==> config.mk <==
export PLATFORM = sky130hd
export DESIGN_NAME = ac_ir_frame_pulse_encoder
export DESIGN_NICKNAME = d
export VERILOG_FILES = /design/src/design/acfpe_pkg.sv /design/src/design/acfpe_cell.sv /design/src/design/acfpe_frame_build.sv /design/src/design/ac_ir_frame_pulse_encoder.sv
export SDC_FILE = /design/constraint.sdc
export NUM_CORES = 1
export LEC_CHECK = 0
export ABC_AREA = 1
export ABC_CLOCK_PERIOD_IN_PS = 6600
export BUFFER_PORTS_ARGS = -buffer_cell sky130_fd_sc_hd__clkbuf_2
export CORE_MARGIN = 3
export CORE_UTILIZATION = 61
export CTS_CLUSTER_DIAMETER = 40
export DETAILED_ROUTE_END_ITERATION = 6
export GPL_TIMING_DRIVEN = 0
export PLACE_DENSITY = 0.81
export SYNTH_ARGS = -nofsm -noshare
export SYNTH_HDL_FRONTEND = slang
export SYNTH_SLANG_ARGS = --single-unit
==> constraint.sdc <==
create_clock -name clk -period 6.6 [get_ports clk]
set_input_delay 0 -clock clk [delete_from_list [all_inputs] [get_ports clk]]
set_output_delay 0 -clock clk [all_outputs]
set_load 0.01 [all_outputs]
==> src/design/acfpe_pkg.sv <==
// Shared types, codes and frame constants for the IR frame pulse encoder.
package acfpe_pkg;

  localparam int FRAME_BYTES = 13;
  localparam logic [6:0] DATA_BITS = 7'd104;

  // One frame, byte 0 in the lowest lane
  typedef logic [FRAME_BYTES-1:0][7:0] frame_t;

  // Per-cell control, common to every cell of the chain
  typedef struct packed {
    logic load;
    logic shift;
  } cell_ctrl_t;

  // Command codes
  localparam logic CMD_START = 1'b0;
  localparam logic CMD_NEXT  = 1'b1;

  // Climate mode codes
  localparam logic [1:0] MODE_OFF  = 2'd0;
  localparam logic [1:0] MODE_COOL = 2'd1;

  // Status codes
  localparam logic [1:0] ST_OK          = 2'd0;
  localparam logic [1:0] ST_UNSUPPORTED = 2'd1;
  localparam logic [1:0] ST_NO_FRAME    = 2'd2;

  // Fan request codes and applied fan codes
  localparam logic [2:0] FAN_REQ_MED  = 3'd2;
  localparam logic [2:0] FAN_REQ_HIGH = 3'd3;
  localparam logic [1:0] FAN_LOW  = 2'd1;
  localparam logic [1:0] FAN_MED  = 2'd2;
  localparam logic [1:0] FAN_HIGH = 2'd3;

  // Register indexes
  localparam logic [2:0] REG_HEADER_MARK  = 3'd0;
  localparam logic [2:0] REG_HEADER_SPACE = 3'd1;
  localparam logic [2:0] REG_BIT_MARK     = 3'd2;
  localparam logic [2:0] REG_ZERO_SPACE   = 3'd3;
  localparam logic [2:0] REG_ONE_SPACE    = 3'd4;
  localparam logic [2:0] REG_FINAL_SPACE  = 3'd5;

  // Register reset values
  localparam logic [15:0] HEADER_MARK_RST  = 16'd9132;
  localparam logic [15:0] HEADER_SPACE_RST = 16'd4579;
  localparam logic [15:0] BIT_MARK_RST     = 16'd553;
  localparam logic [15:0] ZERO_SPACE_RST   = 16'd579;
  localparam logic [15:0] ONE_SPACE_RST    = 16'd1737;
  localparam logic [15:0] FINAL_SPACE_RST  = 16'd25316;

  // Temperature range
  localparam logic signed [7:0] TEMP_MIN = 8'sd16;
  localparam logic signed [7:0] TEMP_MAX = 8'sd32;

  // Fixed frame bytes
  localparam logic [7:0] B_PREAMBLE  = 8'hC3;
  localparam logic [7:0] B_TEMP_BASE = 8'h47;
  localparam logic [7:0] B_MODE      = 8'hE0;
  localparam logic [7:0] B_FAN_HIGH  = 8'h20;
  localparam logic [7:0] B_FAN_MED   = 8'h40;
  localparam logic [7:0] B_FAN_LOW   = 8'h60;
  localparam logic [7:0] B_FLAG      = 8'h20;

  // Off frame, byte 12 first
  localparam frame_t OFF_FRAME = {
    8'h87, 8'h05, 8'h00, 8'h00, 8'h00, 8'h00, 8'h00,
    8'h00, 8'h60, 8'h00, 8'hE0, 8'h7F, 8'hC3
  };

endpackage

==> src/design/acfpe_cell.sv <==
// One byte cell of the frame shift chain.
module acfpe_cell (
  input  logic                clk,
  input  acfpe_pkg::cell_ctrl_t ctrl,
  input  logic [7:0]          load_data,
  input  logic                shift_in,
  output logic                shift_out
);
  import acfpe_pkg::*;

  logic [7:0] data;

  // Parallel load on start, one bit toward the head on each pulse
  always_ff @(posedge clk) begin
    if (ctrl.load) begin
      data <= load_data;
    end else if (ctrl.shift) begin
      data <= {shift_in, data[7:1]};
    end
  end

  assign shift_out = data[0];

endmodule

==> src/design/acfpe_frame_build.sv <==
// Frame byte builder: off frame or cool frame with clamped temp, fan and checksum.
module acfpe_frame_build (
  input  logic                  [1:0] climate_mode,
  input  logic signed           [7:0] target_temp,
  input  logic                  [2:0] fan_request,
  output acfpe_pkg::frame_t           frame,
  output logic                  [5:0] applied_temp,
  output logic                  [1:0] applied_fan
);
  import acfpe_pkg::*;

  logic signed [7:0] temp_clamp;
  logic [4:0]        temp_off;
  logic [7:0]        temp_byte;
  logic [7:0]        fan_byte;
  logic [7:0]        checksum;
  frame_t            cool_frame;

  // Clamp to the supported range
  always_comb begin
    if (target_temp < TEMP_MIN) begin
      temp_clamp = TEMP_MIN;
    end else if (target_temp > TEMP_MAX) begin
      temp_clamp = TEMP_MAX;
    end else begin
      temp_clamp = target_temp;
    end
  end

  assign temp_off  = 5'(temp_clamp - TEMP_MIN);
  assign temp_byte = B_TEMP_BASE + {temp_off, 3'b000};

  // Fan mapping, unknown requests run low
  always_comb begin
    case (fan_request)
      FAN_REQ_HIGH: begin
        fan_byte    = B_FAN_HIGH;
        applied_fan = FAN_HIGH;
      end
      FAN_REQ_MED: begin
        fan_byte    = B_FAN_MED;
        applied_fan = FAN_MED;
      end
      default: begin
        fan_byte    = B_FAN_LOW;
        applied_fan = FAN_LOW;
      end
    endcase
  end

  assign applied_temp = temp_clamp[5:0];

  // 8-bit sum of the first twelve bytes
  assign checksum = B_PREAMBLE + temp_byte + B_MODE + fan_byte + B_FLAG + B_FLAG;

  always_comb begin
    cool_frame     = '0;
    cool_frame[0]  = B_PREAMBLE;
    cool_frame[1]  = temp_byte;
    cool_frame[2]  = B_MODE;
    cool_frame[4]  = fan_byte;
    cool_frame[6]  = B_FLAG;
    cool_frame[9]  = B_FLAG;
    cool_frame[12] = checksum;
  end

  assign frame = (climate_mode == MODE_OFF) ? OFF_FRAME : cool_frame;

endmodule

==> src/design/ac_ir_frame_pulse_encoder.sv <==
// Top level: IR frame pulse encoder with a 13-cell frame shift chain.
// A result is registered and presented in the cycle after its request is accepted.
// Throughput: one request per cycle while the result stream is not stalled; the output register frees as it is taken.
// Each data pulse request shifts the whole cell chain by one bit in that cycle; the final pulse does not shift it.
// Reset clears frame control and output valid, loads register defaults, holds off requests.
// Frame cells hold no reset value and are loaded by every good start.
module ac_ir_frame_pulse_encoder (
  input  logic        clk,
  input  logic        rst,
  // Config write channel
  input  logic        cfg_valid,
  output logic        cfg_ready,
  input  logic [2:0]  cfg_index,
  input  logic [15:0] cfg_data,
  // Request stream
  input  logic        s_tvalid,
  output logic        s_tready,
  input  logic [15:0] s_tdata,  // climate_mode[1:0], target_temp[9:2], fan_request[12:10]
  input  logic [0:0]  s_tuser,  // cmd[0]
  // Result stream
  output logic        m_tvalid,
  input  logic        m_tready,
  output logic [39:0] m_tdata,  // mark_us[15:0], space_us[31:16], applied_temp[37:32],
                                // applied_fan[39:38]
  output logic [2:0]  m_tuser,  // pulse_valid[0], status[2:1]
  output logic        m_tlast   // last_pulse
);
  import acfpe_pkg::*;

  logic [15:0] header_mark_us;
  logic [15:0] header_space_us;
  logic [15:0] bit_mark_us;
  logic [15:0] zero_space_us;
  logic [15:0] one_space_us;
  logic [15:0] final_space_us;

  logic [6:0]  pulse_position;
  logic        frame_active;

  logic              in_fire;
  logic              cmd;
  logic [1:0]        climate_mode;
  logic signed [7:0] target_temp;
  logic [2:0]        fan_request;

  frame_t     build_frame;
  logic [5:0] build_temp;
  logic [1:0] build_fan;

  cell_ctrl_t          ctrl;
  logic [FRAME_BYTES-1:0] cell_lsb;

  logic        pulse_valid_next;
  logic [15:0] mark_next;
  logic [15:0] space_next;
  logic        last_next;
  logic [1:0]  status_next;
  logic [5:0]  temp_next;
  logic [1:0]  fan_next;
  logic [6:0]  pulse_position_next;
  logic        frame_active_next;

  assign cmd          = s_tuser[0];
  assign climate_mode = s_tdata[1:0];
  assign target_temp  = s_tdata[9:2];
  assign fan_request  = s_tdata[12:10];

  assign cfg_ready = !rst;
  assign s_tready  = !rst && (!m_tvalid || m_tready);
  assign in_fire   = s_tvalid && s_tready;

  // Duration registers
  always_ff @(posedge clk) begin
    if (rst) begin
      header_mark_us  <= HEADER_MARK_RST;
      header_space_us <= HEADER_SPACE_RST;
      bit_mark_us     <= BIT_MARK_RST;
      zero_space_us   <= ZERO_SPACE_RST;
      one_space_us    <= ONE_SPACE_RST;
      final_space_us  <= FINAL_SPACE_RST;
    end else if (cfg_valid) begin
      case (cfg_index)
        REG_HEADER_MARK:  header_mark_us  <= cfg_data;
        REG_HEADER_SPACE: header_space_us <= cfg_data;
        REG_BIT_MARK:     bit_mark_us     <= cfg_data;
        REG_ZERO_SPACE:   zero_space_us   <= cfg_data;
        REG_ONE_SPACE:    one_space_us    <= cfg_data;
        REG_FINAL_SPACE:  final_space_us  <= cfg_data;
        default: ;
      endcase
    end
  end

  acfpe_frame_build u_build (
    .climate_mode (climate_mode),
    .target_temp  (target_temp),
    .fan_request  (fan_request),
    .frame        (build_frame),
    .applied_temp (build_temp),
    .applied_fan  (build_fan)
  );

  // Frame chain: cell 0 holds the bit being sent in its LSB
  for (genvar g = 0; g < FRAME_BYTES; g++) begin : g_cell
    logic shift_in;
    if (g == FRAME_BYTES - 1) begin : g_tail
      assign shift_in = 1'b0;
    end else begin : g_link
      assign shift_in = cell_lsb[g+1];
    end
    acfpe_cell u_cell (
      .clk       (clk),
      .ctrl      (ctrl),
      .load_data (build_frame[g]),
      .shift_in  (shift_in),
      .shift_out (cell_lsb[g])
    );
  end

  // Request decode
  always_comb begin
    ctrl                = '0;
    pulse_valid_next    = 1'b0;
    mark_next           = '0;
    space_next          = '0;
    last_next           = 1'b0;
    status_next         = ST_OK;
    temp_next           = '0;
    fan_next            = '0;
    pulse_position_next = pulse_position;
    frame_active_next   = frame_active;
    if (cmd == CMD_START) begin
      pulse_position_next = '0;
      if (climate_mode == MODE_OFF || climate_mode == MODE_COOL) begin
        ctrl.load         = in_fire;
        frame_active_next = 1'b1;
        pulse_valid_next  = 1'b1;
        mark_next         = header_mark_us;
        space_next        = header_space_us;
        if (climate_mode == MODE_COOL) begin
          temp_next = build_temp;
          fan_next  = build_fan;
        end
      end else begin
        frame_active_next = 1'b0;
        status_next       = ST_UNSUPPORTED;
      end
    end else if (!frame_active) begin
      status_next = ST_NO_FRAME;
    end else begin
      pulse_valid_next = 1'b1;
      mark_next        = bit_mark_us;
      if (pulse_position < DATA_BITS) begin
        ctrl.shift          = in_fire;
        space_next          = cell_lsb[0] ? one_space_us : zero_space_us;
        pulse_position_next = pulse_position + 7'd1;
      end else begin
        space_next          = final_space_us;
        last_next           = 1'b1;
        frame_active_next   = 1'b0;
        pulse_position_next = '0;
      end
    end
  end

  // Frame control state
  always_ff @(posedge clk) begin
    if (rst) begin
      pulse_position <= '0;
      frame_active   <= 1'b0;
    end else if (in_fire) begin
      pulse_position <= pulse_position_next;
      frame_active   <= frame_active_next;
    end
  end

  // Output register
  always_ff @(posedge clk) begin
    if (rst) begin
      m_tvalid <= 1'b0;
    end else if (s_tready) begin
      m_tvalid <= s_tvalid;
    end
  end

  always_ff @(posedge clk) begin
    if (in_fire) begin
      m_tdata <= {fan_next, temp_next, space_next, mark_next};
      m_tuser <= {status_next, pulse_valid_next};
      m_tlast <= last_next;
    end
  end

  // Position stays within the frame
  assert property (@(posedge clk) disable iff (rst) pulse_position <= DATA_BITS)
    else $error("pulse position beyond frame");

  // Idle frame control sits at position zero
  assert property (@(posedge clk) disable iff (rst) !frame_active |-> pulse_position == '0)
    else $error("position nonzero with no frame");

  // A last pulse is a valid pulse with ok status
  assert property (@(posedge clk) disable iff (rst)
    m_tvalid && m_tlast |-> m_tuser[0] && m_tuser[2:1] == ST_OK)
    else $error("last pulse without a valid pulse");

  // An error status never carries a pulse
  assert property (@(posedge clk) disable iff (rst)
    m_tvalid && m_tuser[2:1] != ST_OK |-> !m_tuser[0])
    else $error("pulse with error status");

  // Accepting the final pulse ends the frame
  assert property (@(posedge clk) disable iff (rst)
    in_fire && cmd == CMD_NEXT && frame_active && pulse_position == DATA_BITS
    |=> !frame_active)
    else $error("frame still active after final pulse");

endmodule
; Word level (Yosys, flattened, before mapping)
; Cells that the tools add are included.
[op_classes]
n_bitwise = 2
addsub = 8
muxes = 57
n_reduce_logical = 18
eq_ne = 9
n_lt_le_gt_ge = 3
[op_table]
columns = operator, n
row1 = $mux 8, 26
row2 = $mux 16, 8
row3 = $mux 104, 1
row4 = $mux 7, 3
row5 = $add 8x6->8 const B, 2
row6 = $reduce_and 2->1, 8
row7 = $pmux 7 s2, 1
row8 = $mux 1, 13
row9 = $eq 3x2->1 const B, 4
row10 = $mux 6, 2
row11 = $add 7x8->8 const A, 1
row12 = $add 8x7->8, 1
row13 = $add 8x8->8 const A, 1
row14 = $add 8x8->8 const B, 1
row15 = $gt 8x7->1 const B, 1
row16 = $lt 8x6->1 const B, 1
row17 = $add 7x1->7 const B, 1
row18 = $lt 7x7->1 const B, 1
row19 = $eq 3x3->1 const B, 2
row20 = $sub 5x5->5 const B, 1
row21 = $mux 2, 2
row22 = $pmux 2 s2, 1
row23 = $eq 3x1->1 const B, 1
row24 = $logic_not 3->1, 1
row25 = other kinds (9), 13
[totals]
input_bits = 41
ff_bits = 253
elab_cells = 123
out_inout_bits = 47

; Logic depth before layout (Yosys ltp)
[logic_depth]
word_depth = 12
ltp_mapped = 17
ltp_nobuf = 17

; Cells and area by module
; Synthesis repeated with hierarchy kept, for this count alone.
[unflattened]
cells_unflattened = 1325
hier_area_um2 = 11604.9
[by_module_without_submodules]
columns = mod, instances, seq_area_each_um2, area_per_inst_um2, cells_per_inst
row1 = ac_ir_frame_pulse_encoder, 1, 3423.3, 5983.2, 704
row2 = acfpe_cell, 13, 240.2, 351.6, 35
row3 = acfpe_frame_build, 1, 0.0, 1051.0, 166

; Least setup slack after synthesis
; No wires, ideal clock.
[synth_timing]
kind = register -> register
from = register m_tvalid
to = register g_cell[0].u_cell.data[0], enable pin
period_less_slack_ps = 3621
setup_ps = 466
path_stages_with_launch = 7
n_path_buf = 1
arrival_ps = 3155
t_required_ps = 6134
setup_slack_ps = 2979
path_cell_list = dfxtp_1 > nand2_1 > nand3_2 > nor2_4 > inv_2 > buf_2 > nand2_1
[synth_via]
elab_chain_len = 8
word_cells_on_any_way = 10
classes_between = mux (5) / reduce/logical (5)
[synth_lines]
columns = item, line_no
row1 = from (decl), ac_ir_frame_pulse_encoder.sv:21  ; output logic m_tvalid,
row2 = from (signal assigned), ac_ir_frame_pulse_encoder.sv:182  ; m_tvalid <= s_tvalid;
row3 = $logic_not 1->1 (*), ac_ir_frame_pulse_encoder.sv:69  ; assign s_tready = !rst && (!m_tvalid || m_tready);
row4 = $logic_or 1x1->1 (*), ac_ir_frame_pulse_encoder.sv:69
row5 = $logic_and 1x1->1 (*), ac_ir_frame_pulse_encoder.sv:69
row6 = $logic_and 1x1->1 (*), ac_ir_frame_pulse_encoder.sv:70  ; assign in_fire = s_tvalid && s_tready;
row7 = $mux 1, ac_ir_frame_pulse_encoder.sv:153  ; if (pulse_position < DATA_BITS) begin
row8 = $mux 1, ac_ir_frame_pulse_encoder.sv:148  ; end else if (!frame_active) begin
row9 = $mux 1, ac_ir_frame_pulse_encoder.sv:132  ; if (cmd == CMD_START) begin
row10 = $reduce_bool 2->1 (no line) (*), -
row11 = to (signal assigned), acfpe_cell.sv:16  ; data <= load_data;
row12 = to (signal assigned), acfpe_cell.sv:18  ; data <= {shift_in, data[7:1]};
row13 = to (decl), acfpe_cell.sv:11  ; logic [7:0] data;
; Every way passes the cells marked *; elsewhere a longest branch is shown, timed or not.
; A chain may end at the register's enable or synchronous reset.

; Worst setup path after layout
[layout_timing]
from = register m_tvalid
to = register g_cell[6].u_cell.data[5], enable pin
[layout_via]
elab_chain_len = 8
word_cells_on_any_way = 10
classes_between = mux (5) / reduce/logical (5)
[layout_lines]
columns = item, line_no
row1 = $logic_not 1->1 (*), ac_ir_frame_pulse_encoder.sv:69
row2 = $logic_or 1x1->1 (*), ac_ir_frame_pulse_encoder.sv:69
row3 = $logic_and 1x1->1 (*), ac_ir_frame_pulse_encoder.sv:69
row4 = $logic_and 1x1->1 (*), ac_ir_frame_pulse_encoder.sv:70
row5 = $mux 1, ac_ir_frame_pulse_encoder.sv:153
row6 = $mux 1, ac_ir_frame_pulse_encoder.sv:148
row7 = $mux 1, ac_ir_frame_pulse_encoder.sv:132
row8 = $reduce_bool 2->1 (no line) (*), -
row9 = to (signal assigned), acfpe_cell.sv:16
row10 = to (signal assigned), acfpe_cell.sv:18
row11 = to (decl), acfpe_cell.sv:11
; Marks and branches as above.

==> metrics.txt <==
run status finished clean; vias in the first global route 7702; RD Place Congestion between 0.8 and 0.9; number of max-slew violations in the final report 0; number of placed instances, taps included between 1000 and 1500; Avg Cell Area, Syn roughly 9.5 sq um; kind of end point of the critical path flip-flop; last element of the critical path g_cell[6].u_cell.data[5]; reg2reg end g_cell[6].u_cell.data[5]; CP startpoint m_tvalid; die extent in y about 130 microns; worst-case register-to-register setup slack ~4.2 ns; top-level port count 88; fraction of the yosys area taken by sequential cells 64.6%; Worst Path Max Fanout between 50 and 60; initial core utilization between 60% and 70%; number of nets with antenna violations after routing 0; CTS sink count between 200 and 300; GR Util met2 ~44%; required time reported for the critical path endpoint between 6 and 7 ns; worst skew pair latency 0.55 ns; total number of vias between 7000 and 8000; count of buffers from port buffering between 80 and 90; number of antenna violations at the first check in global routing 0; number of buffers on the longest clock path 3; actual transition at the worst max-transition pin approximately 0.7 ns; post-route clock period utilization a little over a third; Setup-failing EPs final 0; startpoint-to-endpoint class of the critical path reg -> reg; total power divided by cell area 296 nW/um^2; Resized cells post-CTS 0; global routing met1 resource utilization about a third; clock tree from TritonCTS yes; number of fill cells in the layout 1053; total cell area at the placement stage 10900 sq um; DIE WIDTH roughly 130 microns; global route overflow 0; final hold viol count 0; CTS root buf sky130_fd_sc_hd__clkbuf_16; final total negative setup slack 0 ns; final-stage net count 1272; Iter 0 DRT Violations 652; Antenna Diode Count 0; share of layout cells above drive strength 1 between 15 and 20%; unrepaired setup endpoints after global routing false; global-route total usage across every layer 26.3%; Syn Inst Count about 1100; DR pass1 iterations 5; vias per std cell between 5 and 6; Max VDD drop 0.210 mV; net count after synthesis approximately 1100; Synth-to-Final Area Change 21.1%; DRC Markers 0; total standard cell area after synthesis slightly above 10000 sq um; number of distinct standard cells referenced by the synthesized netlist 27; shortest period the worst path allows about 2.4 ns; total wirelength of the detailed-routed design about 24000 microns; final non-filler cell area 12300 sq um; worst r2r path cells 7; number of buffers inserted to repair setup after CTS 0; most used routing layer met2; GR Util met3 between 3 and 4%; kind of start point of the critical path flip-flop; smallest setup slack after layout roughly 4.2 ns; Hold WC Path Type in -> reg; Clk pin slew, worst setup/hold paths 0.06 ns; worst clock skew on the final layout 0.00759 ns; std cell rows 46; number of buffers inserted by hold repair at cts 37; largest net degree at the start of global routing between 50 and 60; Fmax achieved between 400 and 500 MHz; global-route wire length before repair roughly 38000 microns; area inside the core boundary ~16000 sq um; H-tree depth 1; cts bufs inserted 31; maxcap violations 0; WL per Instance roughly 16 microns; Crit path arrival time 2.64 ns; Core Util, Final ~76%; pre-CTS setup slack ~4.2 ns; P_leak between 5 and 6 nW; beginning of the worst register-to-register path m_tvalid; count of state elements after synthesis between 200 and 300; count of placed standard cells in the final layout, fillers left out roughly 1500; half-perimeter wire length of the detailed placement result around 15000 microns; die area roughly 18000 sq um; YS warnings 0; relative slew slack a little over half
==> cell families after synthesis <==
group	synth area share (%)
compound gates	6.80
xor+xnor	0.0865
mux	0.0988
simple gates	20.2
buf+inv	7.47
flops	64.6
fa+ha+maj	0.741
==> power breakdown <==
group | switching [W] | internal, W | total [W]
sequential | 0.0000203 | 0.00173 | 0.00175
combinational | 0.000149 | 0.0000824 | 0.000231
clock | 0.000680 | 0.000976 | 0.00166
total | 0.000848 | 0.00279 | 0.00364
==> state kept, by name, summed over array words and instances (netlist names) <==
name and cells:
bit_mark_us 16, final_space_us 16, frame_active 1, g_cell.u_cell.data 104, header_mark_us 16, header_space_us 16
m_tdata 40, m_tlast 1, m_tuser 3, m_tvalid 1, one_space_us 16, pulse_position 7
zero_space_us 16
==> Yosys cell counts (all sizes together) <==
master,n,area (sq um)
mux2i,1,10.0
nand3b,1,7.51
xnor2,1,8.76
inv,137,514
nor2,216,833
a22o,16,140
or2,11,68.8
nand4,2,12.5
o211ai,5,37.5
dfxtp,105,2100
edfxtp,148,4440
clkbuf,14,53.8
o21ai,77,385
a31oi,1,6.26
nand3,63,325
ha,6,75.1
nand2,210,798
a21oi,24,120
buf,31,189
==> critical path, cell delays in order, from the launching register on <==
cell and delay [ns]:
sky130_fd_sc_hd__dfxtp_1 0.31, sky130_fd_sc_hd__nand2_1 0.11, sky130_fd_sc_hd__nand3_2 0.16, sky130_fd_sc_hd__nor2_4 0.26, sky130_fd_sc_hd__inv_2 0.12, sky130_fd_sc_hd__buf_2 0.23, sky130_fd_sc_hd__nand2_4 0.52, sky130_fd_sc_hd__buf_16 0.33
==> cell type report <==
type | instances | area (sq um) | area share [%]
sequential | 253 | 6550 | 53.3
multi-input combinational | 634 | 2840 | 23.1
timing repair buffer | 123 | 838 | 6.83
clock buffer | 33 | 805 | 6.56
inverter | 137 | 514 | 4.19
tap | 216 | 270 | 2.20
buffer | 45 | 243 | 1.98
clock inverter | 24 | 219 | 1.78
==> metrics by stage <==
stage / hold WS, ns / total power [W]
after detailed placement: 0.258 / 0.00199
after floorplan: 0.0691 / 0.00191
after global routing: 0.0681 / 0.00375
after CTS: 0.00926 / 0.00365
after global placement: 0.252 / 0.00198
final: 0.0266 / 0.00364
==> layer usage <==
layer,share of wire (%),routed length (microns),vias to the layer above
met5,0,0,-
met4,4.0,950,0
met3,7.4,1760,87
met2,49,11700,359
met1,39,9360,3732
li1,-,-,3769
==> placed cells by master (no fill, tap or decap), types with 2 or more instances in the layout <==
master and n:
sky130_fd_sc_hd__nor2_4 2, sky130_fd_sc_hd__ha_1 6, sky130_fd_sc_hd__nand2_1 205, sky130_fd_sc_hd__bufinv_16 2, sky130_fd_sc_hd__edfxtp_1 148, sky130_fd_sc_hd__nand3_2 2
sky130_fd_sc_hd__nand4_1 2, sky130_fd_sc_hd__o211ai_1 5, sky130_fd_sc_hd__a22o_1 16, sky130_fd_sc_hd__clkbuf_1 14, sky130_fd_sc_hd__buf_2 16, sky130_fd_sc_hd__buf_4 14
sky130_fd_sc_hd__nand2_2 4, sky130_fd_sc_hd__inv_4 2, sky130_fd_sc_hd__inv_1 127, sky130_fd_sc_hd__clkinv_4 7, sky130_fd_sc_hd__nor2_2 3, sky130_fd_sc_hd__dlygate4sd3_1 37
sky130_fd_sc_hd__clkinv_2 3, sky130_fd_sc_hd__inv_6 4, sky130_fd_sc_hd__clkinv_1 2, sky130_fd_sc_hd__inv_2 11, sky130_fd_sc_hd__a21oi_1 24, sky130_fd_sc_hd__dfxtp_1 105
sky130_fd_sc_hd__clkbuf_16 32, sky130_fd_sc_hd__o21ai_0 77, sky130_fd_sc_hd__nor2_1 211, sky130_fd_sc_hd__or2_2 11, sky130_fd_sc_hd__clkbuf_2 85, sky130_fd_sc_hd__nand3_1 61
==> worst min path at each step <==
stage,start,end,cells past startpoint
3_3_place_gp,rst,pulse_position[6],2
3_5_place_dp,s_tvalid,m_tvalid,3
2_1_floorplan,rst,m_tvalid,1
6_report,cfg_valid,bit_mark_us[15],6
4_1_cts,cfg_valid,bit_mark_us[15],6
5_1_grt,cfg_valid,bit_mark_us[4],6
Power figures use the tool's default switching activity.
